`config.mk`:
```
export PLATFORM = sky130hd
export DESIGN_NAME = scsa_ram
export DESIGN_NICKNAME = d
export VERILOG_FILES = /design/src/hdl/scsa_ram.sv
export SDC_FILE = /design/constraint.sdc
export NUM_CORES = 1
export LEC_CHECK = 0
export ABC_AREA = 1
export BUFFER_PORTS_ARGS = -buffer_cell sky130_fd_sc_hd__buf_2
export CORE_MARGIN = 10
export CORE_UTILIZATION = 50
export DETAILED_ROUTE_END_ITERATION = 6
export GPL_ROUTABILITY_DRIVEN = 0
export PLACE_DENSITY = 0.67
export SLEW_MARGIN = 20
export SYNTH_ARGS = -nofsm -noshare
export SYNTH_HDL_FRONTEND = slang
export SYNTH_SLANG_ARGS = --single-unit
```
`constraint.sdc`:
```
create_clock -name clk -period 1.49 [get_ports clk]
set_input_delay 0.149 -clock clk [delete_from_list [all_inputs] [get_ports clk]]
set_output_delay 0.149 -clock clk [all_outputs]
set_load 0.02 [all_outputs]
```
`src/hdl/scsa_ram.sv`:
```
// Generic single-write, single-read RAM with registered read data.
`timescale 1ns / 1ps
`default_nettype none
module scsa_ram #(
  parameter int WIDTH = 8,
  parameter int DEPTH = 16
) (
  input  wire logic                     clk,
  input  wire logic                     we,
  input  wire logic [$clog2(DEPTH)-1:0] waddr,
  input  wire logic [WIDTH-1:0]         wdata,
  input  wire logic [$clog2(DEPTH)-1:0] raddr,
  output logic      [WIDTH-1:0]         rdata
);

  logic [WIDTH-1:0] mem [DEPTH];

  always_ff @(posedge clk) begin
    if (we) begin
      mem[waddr] <= wdata;
    end
    rdata <= mem[raddr];
  end

endmodule
`default_nettype wire

```
# After elaboration in Yosys (flattened, before gate mapping)
# Memory sizes are Yosys's and may differ from the RTL's. A register that Yosys moved wholly into a read port is not among the register bits.
# Index checks and enable logic that the tools add are counted.
# classes
n_mux,2
# op_table
op,count
$mux W1,2
# word_totals
regBits,0
ramBits,128
in_bits,18
memories,1
# mem_list
name,depth,word_bits,read_ports,rd_ports_with_merged_regs,write_ports,line_no,rtl
mem,16,8,1,1,1,16,logic [WIDTH-1:0] mem [DEPTH];

# Logic depth before layout (Yosys ltp)
# Gate-level depths: netlist (run 1).
# depth
depth_word,2
mapped_depth,8

# Least setup slack after synthesis (run 1)
# No wires, ideal clock.
# synth_path
path_kind,input to register
start,input waddr[2]
end,memory mem[10][0] (enable)
arrival_ns,0.730
required_time_ns,1.120
path_slack_ns,0.390
cell_stages,2
n_path_buf,0
cell_sequence,nand3b_1 nor2_1
# synth_lines
item,line_no,rtl
"start, declared",10,"input wire logic [$clog2(DEPTH)-1:0] waddr,"
"end, declared",16,
# No word-level cell before the write port.

# Worst setup path in the final report (run 1)
# layout_path
start,"register rdata[6], read port of mem"
end,output rdata[6]
# layout_lines
item,line_no,rtl
"start, declared",13,output logic [WIDTH-1:0] rdata
# No word-level cell between the ends.

==> impl_metrics.tcl, run 1 <==
set metrics [dict create \
    async_flop_share_pct 0 \
    via_per_inst 5.097 \
    hold_violations 0 \
    startpoint "rdata[6]" \
    outcome "complete, no violations" \
    cts_tree "built" \
    dieHeight_um 127.4 \
    syn-num-nets 569 \
    hp-start "raddr[3]" \
    comb_power_share_pct 5.8 \
    cts.path.max_buffers 2 \
    final_nets 612 \
    setup_viol 0 \
    multi_input_comb_area_mm2 0.001214 \
    start_kind "flop" \
    clock_skew_ns 0.004768 \
    clock_latency_ns 0.41 \
    syn_to_final_growth_pct 17.90 \
    tns_ns 0 \
    clk_pin_slew_worst_paths_ns 0.05 \
    cp_data_required_time_ns 1.34 \
    drv_cap 0 \
    synth_cells 551 \
    yosys.area.top_type "edfxtp_1" \
    hold_class "primary input to flop" \
    initial_core_util_pct 50.72 \
    cp_top_family "flip-flops" \
    core-area_mm2 0.01137 \
    yosysMostFrequentCell "nand2_1" \
    intPower_w 0.007628 \
    grt_pass1_wl_um 20330 \
    h-tree-depth 4 \
    fillers 901 \
    arrival_ns 0.95 \
    synth_area_per_cell_um2 10.47 \
    drive_gt1_share_pct 13.18 \
    critPathKind "flop to output pin" \
    hpwl_um 8120 \
    worstMarginPinSlew_ns 0.4933 \
    drcViolationCount 0 \
    grt_pass1_vias 3728 \
    power_density_mw_per_mm2 1405 \
    worstSetupEndpointType "output pin" \
    grt_start_max_net_pins 34 \
    r2r_slack_ns 0.49 \
    synth_top_area_share_pct 66.65 \
    switching_share_pct 20.13 \
    core.rowCount 39 \
    die_area_mm2 0.01623 \
    wl_per_cell_um 16.83 \
    rsz0062_at_grt "false" \
    synth_area_leaders "edfxtp_1, nand2_1, nand3_1" \
    yosys-top-cells-count "nand2_1, edfxtp_1, inv_1" \
    power.share.sequential_pct 45.1 \
    peakVddDrop_mv 1.012 \
    netlist_area_mm2 0.005767 \
    synth-main-ff-cell "edfxtp_1" \
    critical_path_peak_fanout 1 \
    slew_headroom_pct 67.08 \
    whs_path_depth 3 \
    diodes 0 \
    reg2reg_to "rdata[2]" \
    drtPass1Iterations 6 \
    io_pins 26 \
    overflow 0 \
    leakage_nw 2.970 \
    cts_resized 0 \
    path_cells "buf_2" \
    cp.buffers_inverters 1 \
    ys_warn_count 0 \
    final_max_slew_viol_count 0 \
    p_sw_w 0.001922 \
    chipWidth_um 127.4 \
    vias 3823 \
    period_share_pct 74.01 \
    antenna_found_initial 0 \
    dr.first_iter.drc_count 460 \
    cts-root-buf "clkbuf_16" \
    max_stage_delay_ns 0.36 \
    rr_worst_depth 6 \
    fin_crit_ns 1.103 \
    synthDistinctLibCells 12 \
    synth_edf_count 128 \
    min_to "rdata[2]" \
    wl_um 12620 \
    postCtsHoldBufs 0 \
    seq_area_frac_synth_pct 69.43 \
    slowest_stage "dfxtp_1" \
    fin_hold_ws_ns 0.09572 \
    postCtsSetupBuffers 0 \
    ant_nets 0 \
    clock-sinks 136 \
    seqCellArea_mm2 0.004004 \
    power_frac_clock_pct 49.1 \
    ys_ff_latch 136 \
    cts_made_buffers 17 \
    fmax_ghz 0.9068 \
    grt_usage_pct 16.25 \
    numPortBuffers 25 \
    r2r-start "mem[3][2]" \
]
==> logic make-up after synthesis <==
family / count (synthesis) / share of synthesized area (%)
buf+inv: 126 / 9.525
simple gates: 289 / 21.05
flops: 136 / 69.43
==> sequential cells by signal, indices dropped and copies added, names as in the netlist <==
register	cells
rdata	8
mem	128
==> metrics by stage <==
stage / cell area [um2] / total power, W / util [%] / setup WS (ns) / std cells
2_1_floorplan: 5767 / 0.004710 / - / 0.3902 / 551
3_3_place_gp: 6127 / 0.004934 / 53.89 / 0.2459 / 718
3_5_place_dp: 6127 / 0.004941 / 53.89 / 0.2542 / 718
4_1_cts: 6799 / 0.009604 / 59.80 / 0.3724 / 750
5_1_grt: 6799 / 0.009842 / 59.80 / 0.3513 / 750
6_report: 6799 / 0.009550 / 59.80 / 0.3872 / 750
==> power by group through the flow <==
| stage | sequential [W] | clock (W) | combinational, W |
|---|---|---|---|
| final | 0.00431 | 0.00469 | 0.000556 |
| after global routing | 0.00431 | 0.00491 | 0.000618 |
| after CTS | 0.00431 | 0.00474 | 0.000559 |
| after detailed placement | 0.00439 | 0 | 0.000555 |
| after global placement | 0.00438 | 0 | 0.000551 |
| after floorplan | 0.00441 | 0 | 0.000302 |
==> cell usage in the layout (no fill, tap or decap) <==
master | Yosys | final
nand2_1 | 173 | 173
edfxtp_1 | 128 | 128
inv_1 | 100 | 100
nand3_1 | 97 | 97
buf_2 | 13 | 25
buf_4 | 4 | 19
nor2_1 | 17 | 17
clkbuf_16 | 0 | 17
dfxtp_1 | 8 | 8
bufinv_16 | 0 | 6
buf_12 | 0 | 4
clkinvlp_4 | 0 | 3
inv_2 | 2 | 2
nand3b_1 | 2 | 2
clkinv_4 | 0 | 2
clkbuf_1 | 0 | 2
clkbuf_8 | 0 | 1
clkinv_2 | 0 | 1
==> per-layer routing <==
metal	vias up	global-route usage, %	part of all wire (%)
met5	-	0	0
met4	0	5.760	1.5
met3	18	4.467	6.0
met2	137	24.90	48
met1	1810	21.74	44
li1	1858	-	-
==> layout make-up <==
| cell class | instances | share of cell area [%] |
|---|---|---|
| Clock inverter | 12 | 3.312 |
| Tap cell | 143 | 2.632 |
| Timing Repair Buffer | 48 | 5.116 |
| Sequential cell | 136 | 58.89 |
| Multi-Input combinational cell | 289 | 17.85 |
| Clock buffer | 20 | 6.570 |
| Inverter | 102 | 5.631 |
==> how the worst max path moves through the flow <==
| stage | endpoint | slack, ns | depth (start not counted) |
|---|---|---|---|
| 2_1_floorplan | mem[10][0] | 0.39 | 2 |
| 3_5_place_dp | rdata[5] | 0.25 | 7 |
| 4_1_cts | rdata[0] | 0.37 | 1 |
| 6_report | rdata[6] | 0.39 | 1 |
| 3_3_place_gp | rdata[3] | 0.25 | 6 |
| 5_1_grt | rdata[6] | 0.35 | 1 |
(Power assumes the default switching activity.)
==> run 2: changes to the inputs <==
- clock period: 1.49 -> 1.1 ns (I/O delays scaled with it)
==> impl_metrics.tcl, run 2 (synthesis gave the netlist of run 1 again) <==
set metrics [dict create \
    largest_register_ff_count 128 \
    multi_input_comb_area_mm2 0.001219 \
    final_nets 615 \
    cts_tree "built" \
    place_inst 721 \
    dr.first_iter.drc_count 582 \
    worstMarginPinSlew_ns 0.4017 \
    instances_no_fill 753 \
    fin_crit_ns 1.077 \
    chipWidth_um 127.4 \
    clock_skew_ns 0.007390 \
    dieHeight_um 127.4 \
    via_per_inst 5.170 \
    cts-root-buf "clkbuf_16" \
    top_regs "mem (128), rdata (8)" \
    h-tree-depth 4 \
    antenna_found_initial 0 \
    cp_top_family "flip-flops" \
    slew_headroom_pct 73.22 \
    arrival_ns 0.97 \
    clock_latency_ns 0.42 \
    hold_class "primary input to flop" \
    drcViolationCount 0 \
    overflow 0 \
    cp.buffers_inverters 1 \
    outcome "complete, no violations" \
    initial_core_util_pct 50.72 \
    syn_to_final_growth_pct 17.34 \
    max_stage_delay_ns 0.36 \
    final_common_cell "nand2_1" \
    io_pins 26 \
    critPathKind "flop to output pin" \
    drive_gt1_share_pct 13.28 \
    cp_data_required_time_ns 0.99 \
    post-place-ws_ns -0.07375 \
    fmax_ghz 0.9284 \
    slowest_stage "dfxtp_1" \
    grt_pass1_wl_um 20600 \
    fin_hold_ws_ns 0.06331 \
    final_cell_mix "nand2_1, edfxtp_1, inv_1" \
    core-area_mm2 0.01137 \
    start_kind "flop" \
    grt_usage_pct 16.67 \
    worstSetupEndpointType "output pin" \
    grt_pass1_vias 3864 \
    clk_pin_slew_worst_paths_ns 0.06 \
    drtPass1Iterations 5 \
    wl_per_cell_um 17.32 \
    wl_um 13040 \
    finalWorstSetupSlack_ns 0.02285 \
    peakVddDrop_mv 0.9032 \
    final_max_slew_viol_count 0 \
    hold_violations 0 \
    fillers 886 \
    rsz0062_at_grt "false" \
    postCtsHoldBufs 0 \
    finalPower_w 0.01216 \
    postCtsSetupBuffers 0 \
    diodes 0 \
    critical_path_peak_fanout 1 \
    numPortBuffers 25 \
    drv_cap 0 \
    regMostFlops "mem" \
    cts_made_buffers 17 \
    setup_viol 0 \
    ant_nets 0 \
    grt_start_max_net_pins 33 \
    period_share_pct 97.92 \
    leakage_nw 2.961 \
    core.rowCount 39 \
    vias 3893 \
    die_area_mm2 0.01623 \
    path_cells "buf_2" \
    seqCellArea_mm2 0.004004 \
    hpwl_um 8009 \
    clock-sinks 136 \
    power_density_mw_per_mm2 1797 \
    cts.path.max_buffers 2 \
]
## run 2: changes by cell type in the layout (fill, tap and decap cells not counted)
cell | previous run | this run
nand3_2 | 0 | 1
clkbuf_8 | 1 | 0
buf_12 | 4 | 7
clkinvlp_4 | 3 | 2
bufinv_16 | 6 | 3
clkinv_2 | 1 | 5
clkinv_4 | 2 | 0
nand3_1 | 97 | 96
clkbuf_1 | 2 | 5
## run 2: per-layer routing
layer | track usage, % | routed length (um) | up-vias
met2 | 26.08 | 6328 | 184
met1 | 21.31 | 5404 | 1822
li1 | - | - | 1864
met5 | 0 | 0 | -
met3 | 4.136 | 1005 | 23
met4 | 7.971 | 304 | 0
## run 2: repair_timing
action                                 CTS  global route
endpoints found under the hold margin    0             0
resized for setup                        0             1
setup endpoints to repair                0             1
## run 2: final timing paths
kind / from / cells after the start / endpoint / slack, ns
worst max register to register: mem[2][7] / 6 / rdata[7] / 0.07
worst max-delay path: rdata[6] / 1 / rdata[6] / 0.02
worst min register to register: mem[2][6] / 6 / rdata[6] / 0.66
worst min-delay path: raddr[3] / 3 / rdata[7] / 0.06
## run 2: cell type report
class                           count  share of cell area [%]
Clock buffer                       22                   6.564
Multi-Input combinational cell    289                   18.01
Inverter                          102                   5.658
Sequential cell                   136                   59.17
Timing Repair Buffer               51                   6.028
Tap cell                          143                   2.644
Clock inverter                     10                   1.923
## run 2: through the flow
step / utilization (%) / area, um2 / setup TNS (ns)
floorplan: - / 5767 / 0
global placement: 54.42 / 6187 / -0.2189
detailed placement: 54.42 / 6187 / -0.5735
CTS: 59.47 / 6761 / 0
global route: 59.51 / 6766 / 0
finish: 59.51 / 6766 / 0
## run 2: report_power, final
part	switching, W	internal (W)	total (W)
clock network	0.00200	0.00354	0.00554
logic	0.000545	0.000249	0.000794
registers	0.0000363	0.00580	0.00583
