===== src/hdl/scsa_pkg.sv =====
// Shared types and constants for the size-class slab allocator.
`timescale 1ns / 1ps
`default_nettype none
package scsa_pkg;

  localparam int NUM_CLASSES = 10;
  localparam int PAGE_SHIFT  = 12;
  localparam int BLK_BITS    = 9;
  localparam int ADDR_W      = 18;

  localparam logic [9:0]  STACK_EMPTY = 10'd512;
  localparam logic [3:0]  NO_CLASS    = 4'd15;
  localparam logic [15:0] MAX_SIZE    = 16'd4096;

  typedef enum logic [1:0] {
    ST_OK       = 2'd0,
    ST_BAD_SIZE = 2'd1,
    ST_NO_PAGES = 2'd2,
    ST_BAD_FREE = 2'd3
  } status_t;

  typedef enum logic {
    MODE_ALLOC = 1'b0,
    MODE_FREE  = 1'b1
  } mode_t;

  typedef struct packed {
    logic        mode;
    logic [15:0] request_size;
    logic [17:0] block_address;
  } in_t;

  typedef struct packed {
    logic [17:0] address;
    logic [1:0]  status;
  } out_t;

  // Per-page record held in the page memory.
  typedef struct packed {
    logic [3:0] cls;
    logic [9:0] head;
    logic [9:0] fresh;
  } page_meta_t;

  // Update of one page's room flag in the search map.
  typedef struct packed {
    logic       we;
    logic [3:0] cls;
    logic       room;
  } room_upd_t;

endpackage
`default_nettype wire


===== src/hdl/scsa_room_map.sv =====
// Per-class room flags for every page and the lowest-page search over them.
`timescale 1ns / 1ps
`default_nettype none
module scsa_room_map #(
  parameter int NUM_PAGES = 64
) (
  input  wire logic                         clk,
  input  wire logic                         rst,
  input  wire scsa_pkg::room_upd_t          upd,
  input  wire logic [$clog2(NUM_PAGES)-1:0] upd_pg,
  input  wire logic [3:0]                   query_cls,
  output logic                              hit,
  output logic      [$clog2(NUM_PAGES)-1:0] hit_pg
);

  localparam int PW = $clog2(NUM_PAGES);

  logic [NUM_PAGES-1:0] avail [scsa_pkg::NUM_CLASSES];
  logic [NUM_PAGES-1:0] sel;

  always_ff @(posedge clk) begin
    if (rst) begin
      for (int c = 0; c < scsa_pkg::NUM_CLASSES; c++) begin
        avail[c]    <= '0;
        avail[c][c] <= 1'b1;
      end
    end else if (upd.we && (upd.cls < 4'(scsa_pkg::NUM_CLASSES))) begin
      avail[upd.cls][upd_pg] <= upd.room;
    end
  end

  always_comb begin
    sel    = (query_cls < 4'(scsa_pkg::NUM_CLASSES)) ? avail[query_cls] : '0;
    hit    = 1'b0;
    hit_pg = '0;
    // lowest set bit wins
    for (int i = NUM_PAGES - 1; i >= 0; i--) begin
      if (sel[i]) begin
        hit    = 1'b1;
        hit_pg = PW'(i);
      end
    end
  end

endmodule
`default_nettype wire


===== config.mk =====
export PLATFORM = sky130hd
export DESIGN_NAME = scsa_room_map
export DESIGN_NICKNAME = d
export VERILOG_FILES = /design/src/hdl/scsa_pkg.sv /design/src/hdl/scsa_room_map.sv
export SDC_FILE = /design/constraint.sdc
export NUM_CORES = 1
export LEC_CHECK = 0
export ABC_CLOCK_PERIOD_IN_PS = 4000
export BUFFER_PORTS_ARGS = -buffer_cell sky130_fd_sc_hd__buf_2
export CORE_MARGIN = 2
export CORE_UTILIZATION = 39
export DETAILED_ROUTE_END_ITERATION = 10
export PLACE_DENSITY = 0.56
export SLEW_MARGIN = 15
export SYNTH_ARGS = -nofsm -noshare
export SYNTH_HDL_FRONTEND = slang
export SYNTH_SLANG_ARGS = --single-unit

===== constraint.sdc =====
create_clock -name clk -period 4 [get_ports clk]
set_input_delay 0.6 -clock clk [delete_from_list [all_inputs] [get_ports clk]]
set_output_delay 0.6 -clock clk [all_outputs]
set_load 0.01 [all_outputs]

# Word-level counts from Yosys, hierarchy flattened
# Memories as Yosys holds them, arrays and structs flattened.
# Cells that the tools add are included.
[word_totals]
ff_bits = 0
ram_bits = 640
inputBits = 18
n_memories = 1
[memory_table]
columns = ["name", "words", "word_bits", "rd", "rd_ports_with_merged_regs", "write_ports", "line_no", "source"]
rows = [
  ["avail", 10, 64, 1, 0, 10, "scsa_room_map.sv:18", "logic [NUM_PAGES-1:0] avail [scsa_pkg::NUM_CLASSES];"],
]
[op_classes]
order_cmp = 4
muxes = 149
n_bitwise = 10
n_reduce_logical = 3
[ops]
columns = ["operator", "count"]
rows = [
  ["$mux W6", 64],
  ["$mux W64", 4],
  ["$mux W1", 79],
  ["$reduce_or A64 Y1", 1],
  ["$or A1 B1 Y1", 10],
  ["$lt A4 B4 Y1 const B", 2],
  ["$lt A6 B7 Y1 const B", 1],
  ["$demux W1 S6", 1],
  ["$ge A6 B1 Y1 const B", 1],
  ["$mux W4", 1],
  ["$logic_and A1 B1 Y1", 2],
]

# Longest topological paths before layout
# Gate-level depths: netlist (run 1).
[depth]
depth_word = 66
depth_mapped = 13
depth_no_buf = 8

# Least setup slack after synthesis (run 1)
# OpenSTA, ideal clock, no wires.
[synth_timing]
path_type = "input port to output port"
from = "input port query_cls[3]"
to = "output port hit_pg[0]"
arrival_ns = 2.934
t_required_ns = 3.400
path_slack_ns = 0.466
cell_stages = 10
path_cell_list = "buf_2 -> buf_2 -> buf_2 -> mux4_2 -> a221oi_1 -> nor3_1 -> or4_4 -> nor4_2 -> o21ai_1 -> a31oi_1"
[synth_between]
elab_chain_cells = 66
[synth_lines]
columns = ["element", "line_no", "source"]
rows = [
  ["start: declaration", "scsa_room_map.sv:11", "input wire logic [3:0] query_cls,"],
  ["$mem_v2 Z10 W64 or $lt A4 B4 Y1 (tied branches)", "-", ""],
  ["$mux W64 *", "scsa_room_map.sv:33", "sel = (query_cls < 4'(scsa_pkg::NUM_CLASSES)) ? avail[query_cls] : '0;"],
  ["$mux W6 (63 in a row)", "scsa_room_map.sv:38", "if (sel[i]) begin"],
  ["$mux W6 *", "scsa_room_map.sv:38", ""],
  ["end: declaration", "scsa_room_map.sv:13", "output logic [$clog2(NUM_PAGES)-1:0] hit_pg"],
]
# Mark *: on every way between the ends. The rest lies on a longest branch, timed or not.

# Worst setup path after layout (run 1)
[layout_timing]
from = "input port query_cls[0]"
to = "output port hit_pg[1]"
# Same word-level chain as after synthesis.

==> impl_metrics.ini, run 1 <==
[floorplan]
die-area_um2 = 91100
die_span_x_um = 302
initial_core_util_pct = 39.3
die-height_um = 302
top_level_ports = 25
fp-row-count = 109
core_um2 = 88100

[detailed_routing]
detail_route.iter0.violations = 3573
route.detailed.drc = 0
finalWirelength_um = 123000
drt.antenna.violating_nets = 0
route.detailed.vias_per_inst = 6.18
drt-wirelength-per-cell_um = 28.4
detail_route.first_pass.iterations = 6
vias = 26787

[clocking]
clk_pin_slew_worst_paths_ns = 0.06
cts_hold_buf = 0
clock_network_latency_to_the_later_pin_of_the_worst_skew_pair_ns = 0.61
tritoncts = done
clkSinkCount = 640
cts.htree.levels = 3
master_cell_of_the_clock_root_buffer = sky130_fd_sc_hd__clkbuf_16
cts_inserted_buffers = 71
clk_path_buf_depth = 3

[synthesis]
ys_seq_area_share_pct = 55.5
post_synth_inst_count = 3057
syn_avg_cell_area_um2 = 11.3
synth-seq-cells = 640
synth_area_um2 = 34600
synth_async_sr_flop_share_pct = 0
synth_fp_nets = 3075
synthFlopType = sky130_fd_sc_hd__edfxtp_1
synth_warnings = 0
synth-edff-count = 639
synth.distinct_cells = 67

[layout]
drive_above_1_share_pct = 21.4
layout.nets = 3138
largest_register = avail
layout_cell_area_excl_fill_um2 = 40500
layout.filler_cells = 8046
flow.area_growth_from_synthesis_pct = 17.1
final_cell_mix = sky130_fd_sc_hd__nor2_1, sky130_fd_sc_hd__edfxtp_1, sky130_fd_sc_hd__a21o_1
most_common_cell_after_layout_fill_and_taps_aside = sky130_fd_sc_hd__nor2_1
layout_top_registers = avail: 640 flops
largest_reg_flops = 640

[setup_path]
cp_data_required_time_ns = 3.40
crit-reg2reg-launch = avail[8][8]
timing.critical_path.slowest_cell_delay_ns = 0.48
crit_path_top_delay_cell = sky130_fd_sc_hd__mux4_2
ff_to_ff_path_depth = 2
critical_path_class = input port to output pin
critical_path.endpoint_type = output pin
path_cells = buf_16 > buf_16 > buf_4 > mux4_2 > a22oi_1 > o21ai_1 > or2_1 > buf_4 > nor3_2 > o211a_1 > o211ai_1 > a21oi_2 > buf_2
r2r-end = avail[8][8]
critical_path_arrival_ns = 3.39
setup.worst_path.start_class = input port
r2r_slack_ns = 3.35
timing.critical_path.fanout_max = 8

[job]
max_cap_violations = 0

[global_route]
antenna_found_initial = 8
first_global_vias = 26331
grt_first_pass_wirelength_um = 178000
grt_max_degree = 181
globalRouteOverflowTotal = 0
grt_usage_pct = 26.7

[timing]
holdWs_ns = 0.504
final-hold-violation-count = 0
fmax_ghz = 0.251
fin_worst_skew_ns = 0
max_slew.worst_pin.slew_ns = 1.18
fin_crit_sh_pct = 99.6
relSlewSlack_pct = 21.1
rsz0062_at_grt = yes
setup-violations-final = 0
final_period_minus_worst_setup_slack_ns = 3.99
final_max_slew_viol_count = 0

[power]
vdd_drop_max_mv = 0.295
static-leakage-power_nw = 15.6
swShare_pct = 24.6
cell_internal_pwr_w = 0.0121
pwr_density_cell_nw_per_um2 = 395
clock_power_share_pct = 38.8
power.total_w = 0.0160
switchingPower_w = 0.00394
power_frac_seq_pct = 48.6
combPwrFrac_pct = 12.6

[placed_design]
placed_area_um2 = 37400
hpwl_um = 68400
gp_congestion = 0.846
io_buffer_count = 24

[min_path]
hp-start = avail[8][8]
hold_path_depth = 2
min_path_type = flop to flop
whs_endpoint = avail[8][8]

[outcome]
run_status = completed
==> how the worst max path moves through the flow <==
stage,startpoint,end,depth (start not counted)
4_1_cts,query_cls[0],hit_pg[1],15
3_3_place_gp,query_cls[0],hit_pg[0],11
3_5_place_dp,query_cls[0],hit,11
2_1_floorplan,query_cls[3],hit_pg[0],10
6_report,query_cls[0],hit_pg[1],13
5_1_grt,avail[9][23],hit_pg[3],9
==> metal layers <==
layer / global-route usage, % / up-vias / routed length, um
li1: - / 11248 / -
met1: 36.9 / 13812 / 49000
met2: 42.5 / 1487 / 57200
met3: 5.11 / 234 / 13100
met4: 8.89 / 6 / 3710
met5: 0 / - / 36
==> cell families (layout without fill, tap and decap cells) <==
group	Yosys count	count (layout)	share of synthesized area [%]
AND/OR/NAND/NOR	994	994	11.8
AO/OA/AOI/OAI	848	848	18.0
flip-flops	640	640	55.5
buffers and inverters	359	469	4.46
multiplexers	216	216	10.3
other	0	3	0
==> critical path, delay by kind of cell <==
family	cells	cell delay [ns]
AND/OR/NAND/NOR	2	0.48
buffers and inverters	5	0.80
multiplexers	1	0.48
AO/OA/AOI/OAI	5	0.99
==> timing repair <==
item,in CTS,in global routing
pin swaps,4,32
gates resized for setup,31,89
endpoints found under the hold margin,0,0
setup buffers,6,31
cloned,2,4
setup endpoints to repair,7,7
==> Yosys cell counts (all sizes together) (5+ instances only) <==
cell type / n / share of area [%]
o211ai: 6 / 0.13
edfxtp: 639 / 55
mux2: 39 / 1.3
o22ai: 27 / 0.49
a22oi: 34 / 0.75
o22a: 5 / 0.13
nand2: 133 / 1.4
mux4: 105 / 6.9
o21ai: 47 / 0.68
or3: 14 / 0.25
o2bb2ai: 10 / 0.25
o21bai: 105 / 2.3
or2: 7 / 0.13
a221oi: 14 / 0.43
nor2: 739 / 8.0
nor4: 10 / 0.25
mux2i: 72 / 2.1
buf: 48 / 1.1
clkbuf: 305 / 3.3
nand3: 14 / 0.20
nor2b: 15 / 0.27
nand4: 5 / 0.090
nor3: 19 / 0.30
nand2b: 14 / 0.25
a21o: 540 / 12
a21oi: 34 / 0.49
==> power by group through the flow <==
stage / combinational (W) / clock, W / sequential [W]
finish: 0.00201 / 0.00621 / 0.00778
global route: 0.00210 / 0.00653 / 0.00781
CTS: 0.00185 / 0.00628 / 0.00778
detailed placement: 0.00180 / 0 / 0.00792
global placement: 0.00178 / 0 / 0.00791
floorplan: 0.00112 / 0 / 0.00788
==> stage by stage <==
| step | utilization, % | setup WS (ns) | std cells | setup TNS, ns |
|---|---|---|---|---|
| finish | 46.0 | 0.0144 | 4335 | 0 |
| global route | 46.0 | -0.0210 | 4333 | -0.0741 |
| CTS | 45.1 | -0.00158 | 4298 | -0.00158 |
| detailed placement | 42.5 | -0.289 | 4170 | -1.48 |
| global placement | 42.5 | -0.277 | 4170 | -1.02 |
| floorplan | - | 0.466 | 3057 | 0 |
==> layout make-up <==
| class | instances | area (um^2) | area share, % |
|---|---|---|---|
| Antenna cell | 3 | 7.51 | 0.0185 |
| Tap cell | 1165 | 1460 | 3.60 |
| Clock buffer | 92 | 1900 | 4.68 |
| Timing Repair Buffer | 343 | 3250 | 8.02 |
| Inverter | 6 | 25.0 | 0.0617 |
| Multi-Input combinational cell | 2058 | 14500 | 35.8 |
| Clock inverter | 28 | 191 | 0.472 |
| Sequential cell | 640 | 19200 | 47.4 |
Note: power is estimated with default switching activity, not from simulation.
==> run 2, diff against run 1 <==
--- a/config.mk
+++ b/config.mk
@@ -8,9 +8,9 @@
 export ABC_CLOCK_PERIOD_IN_PS = 4000
 export BUFFER_PORTS_ARGS = -buffer_cell sky130_fd_sc_hd__buf_2
 export CORE_MARGIN = 2
-export CORE_UTILIZATION = 39
+export CORE_UTILIZATION = 60
 export DETAILED_ROUTE_END_ITERATION = 10
-export PLACE_DENSITY = 0.56
+export PLACE_DENSITY = 0.79
 export SLEW_MARGIN = 15
 export SYNTH_ARGS = -nofsm -noshare
 export SYNTH_HDL_FRONTEND = slang
==> impl_metrics.ini, run 2 (synthesis gave the netlist of run 1 again) <==
[floorplan]
die_span_x_um = 244
top_level_ports = 25
core_um2 = 57400
initial_core_util_pct = 60.3
fp-row-count = 88
die-height_um = 244
die-area_um2 = 59600

[timing]
fin_worst_skew_ns = 0
final-hold-violation-count = 0
relSlewSlack_pct = 18.9
final_period_minus_worst_setup_slack_ns = 3.99
fmax_ghz = 0.251
fin_crit_sh_pct = 99.8
setup-violations-final = 0
final_max_slew_viol_count = 0
holdWs_ns = 0.524
setup_tns_ns = 0
max_slew.worst_pin.slew_ns = 1.22

[setup_path]
critical_path_class = input port to output pin
cp_data_required_time_ns = 3.40
critical_path.endpoint_type = output pin
path_cells = buf_12 > buf_12 > mux4_1 > a221oi_2 > nor2_1 > nand4bb_1 > a311oi_1 > buf_4 > o21ai_1 > a31oi_1 > o211a_1 > buf_2
crit_path_top_delay_cell = sky130_fd_sc_hd__mux4_1
ff_to_ff_path_depth = 2
timing.critical_path.slowest_cell_delay_ns = 0.61
critical_path.most_common_cell = sky130_fd_sc_hd__buf_12
critical_path_arrival_ns = 3.39
setup.worst_path.start_class = input port
timing.critical_path.fanout_max = 9

[global_route]
grt_max_degree = 204
grt_usage_pct = 36.2
first_global_vias = 26400
globalRouteOverflowTotal = 0
grt_first_pass_wirelength_um = 161000
antenna_found_initial = 3

[detailed_routing]
route.detailed.vias_per_inst = 7.07
detail_route.iter0.violations = 4813
drt.antenna.violating_nets = 0
drt-wirelength-per-cell_um = 28.6
vias = 26961
met3RoutedLength_um = 17000
wl_met2_um = 49100
route.detailed.drc = 0
finalWirelength_um = 109000
maxUsedRoutingLayer = met5
detailed_routing_wirelength_on_met1_um = 37300
detail_route.first_pass.iterations = 6

[power]
power.total_w = 0.0158
pwr_density_cell_nw_per_um2 = 410
static-leakage-power_nw = 14.9
vdd_drop_max_mv = 0.292

[clocking]
clock_network_latency_to_the_later_pin_of_the_worst_skew_pair_ns = 0.61
clk_pin_slew_worst_paths_ns = 0.05
clkSinkCount = 640
tritoncts = done
cts.htree.levels = 3
master_cell_of_the_clock_root_buffer = sky130_fd_sc_hd__clkbuf_16
cts_inserted_buffers = 69
clk_path_buf_depth = 3

[layout]
largest_register = avail
largest_reg_flops = 640
final_cell_mix = sky130_fd_sc_hd__nor2_1, sky130_fd_sc_hd__edfxtp_1, sky130_fd_sc_hd__a21o_1
drive_above_1_share_pct = 17.3
layout_top_registers = avail: 640 flops
flow.area_growth_from_synthesis_pct = 11.6
most_common_cell_after_layout_fill_and_taps_aside = sky130_fd_sc_hd__nor2_1
layout.nets = 3018

[min_path]
hold_path_depth = 2
min_path_type = input port to flop

[outcome]
run_status = completed

[placed_design]
hpwl_um = 60300
gp_congestion = 0.925
io_buffer_count = 24

[job]
max_cap_violations = 0
run 2: cell types whose count changed in the layout (fill, tap and decap cells not counted), sizes merged:
cell,previous run,this run
buf,338,223
bufbuf,1,0
bufinv,3,4
clkbuf,96,91
clkinv,26,24
clkinvlp,0,1
run 2: metrics by stage:
step / utilization [%] / worst slack (ns) / cell area, um^2 / instances
after detailed placement: 62.9 / -0.0861 / 36100 / 3683
after global routing: 67.3 / -0.0157 / 38600 / 3811
after global placement: 62.9 / -0.0670 / 36100 / 3683
final: 67.3 / 0.00864 / 38600 / 3814
after CTS: 66.7 / 0.00547 / 38300 / 3802
after floorplan: - / 0.466 / 34600 / 3057
run 2: area by class of cell:
type	count	area [um^2]
Clock buffer	89	1890
Antenna cell	3	7.51
Sequential cell	640	19200
Timing Repair Buffer	225	2070
Inverter	6	22.5
Clock inverter	28	230
Tap cell	765	957
Fill cell	3931	18700
Multi-Input combinational cell	2058	14200
run 2: metal layers:
layer  vias up  global-route usage [%]
li1      11013                       -
met1     13155                    48.9
met2      2369                    54.7
met3       420                    8.38
met4         4                    19.3
met5         -                       0
run 2: final timing paths:
kind                                     end         start  slack, ns
worst min-delay path            avail[0][38]           rst       0.52
worst max-delay path               hit_pg[3]  query_cls[0]      0.009
worst min register to register   avail[8][8]   avail[8][8]       0.53
worst max register to register   avail[8][8]   avail[8][8]       3.30
run 2: worst max-delay path: cells and delay by family:
kind | cells | cell delay (ns)
AO/OA/AOI/OAI | 5 | 1.07
buffers and inverters | 4 | 0.67
multiplexers | 1 | 0.61
AND/OR/NAND/NOR | 2 | 0.41
run 2: report_power, final:
group,internal (W),switching [W]
logic,0.000757,0.00108
registers,0.00769,0.0000952
clock network,0.00357,0.00264
total,0.0120,0.00382
run 2: what timing repair did:
action	in CTS	in global routing
cloned	0	2
gates resized for setup	14	50
hold buffers	0	0
pin swaps	3	12
setup buffers	2	7
setup endpoints to repair	6	7
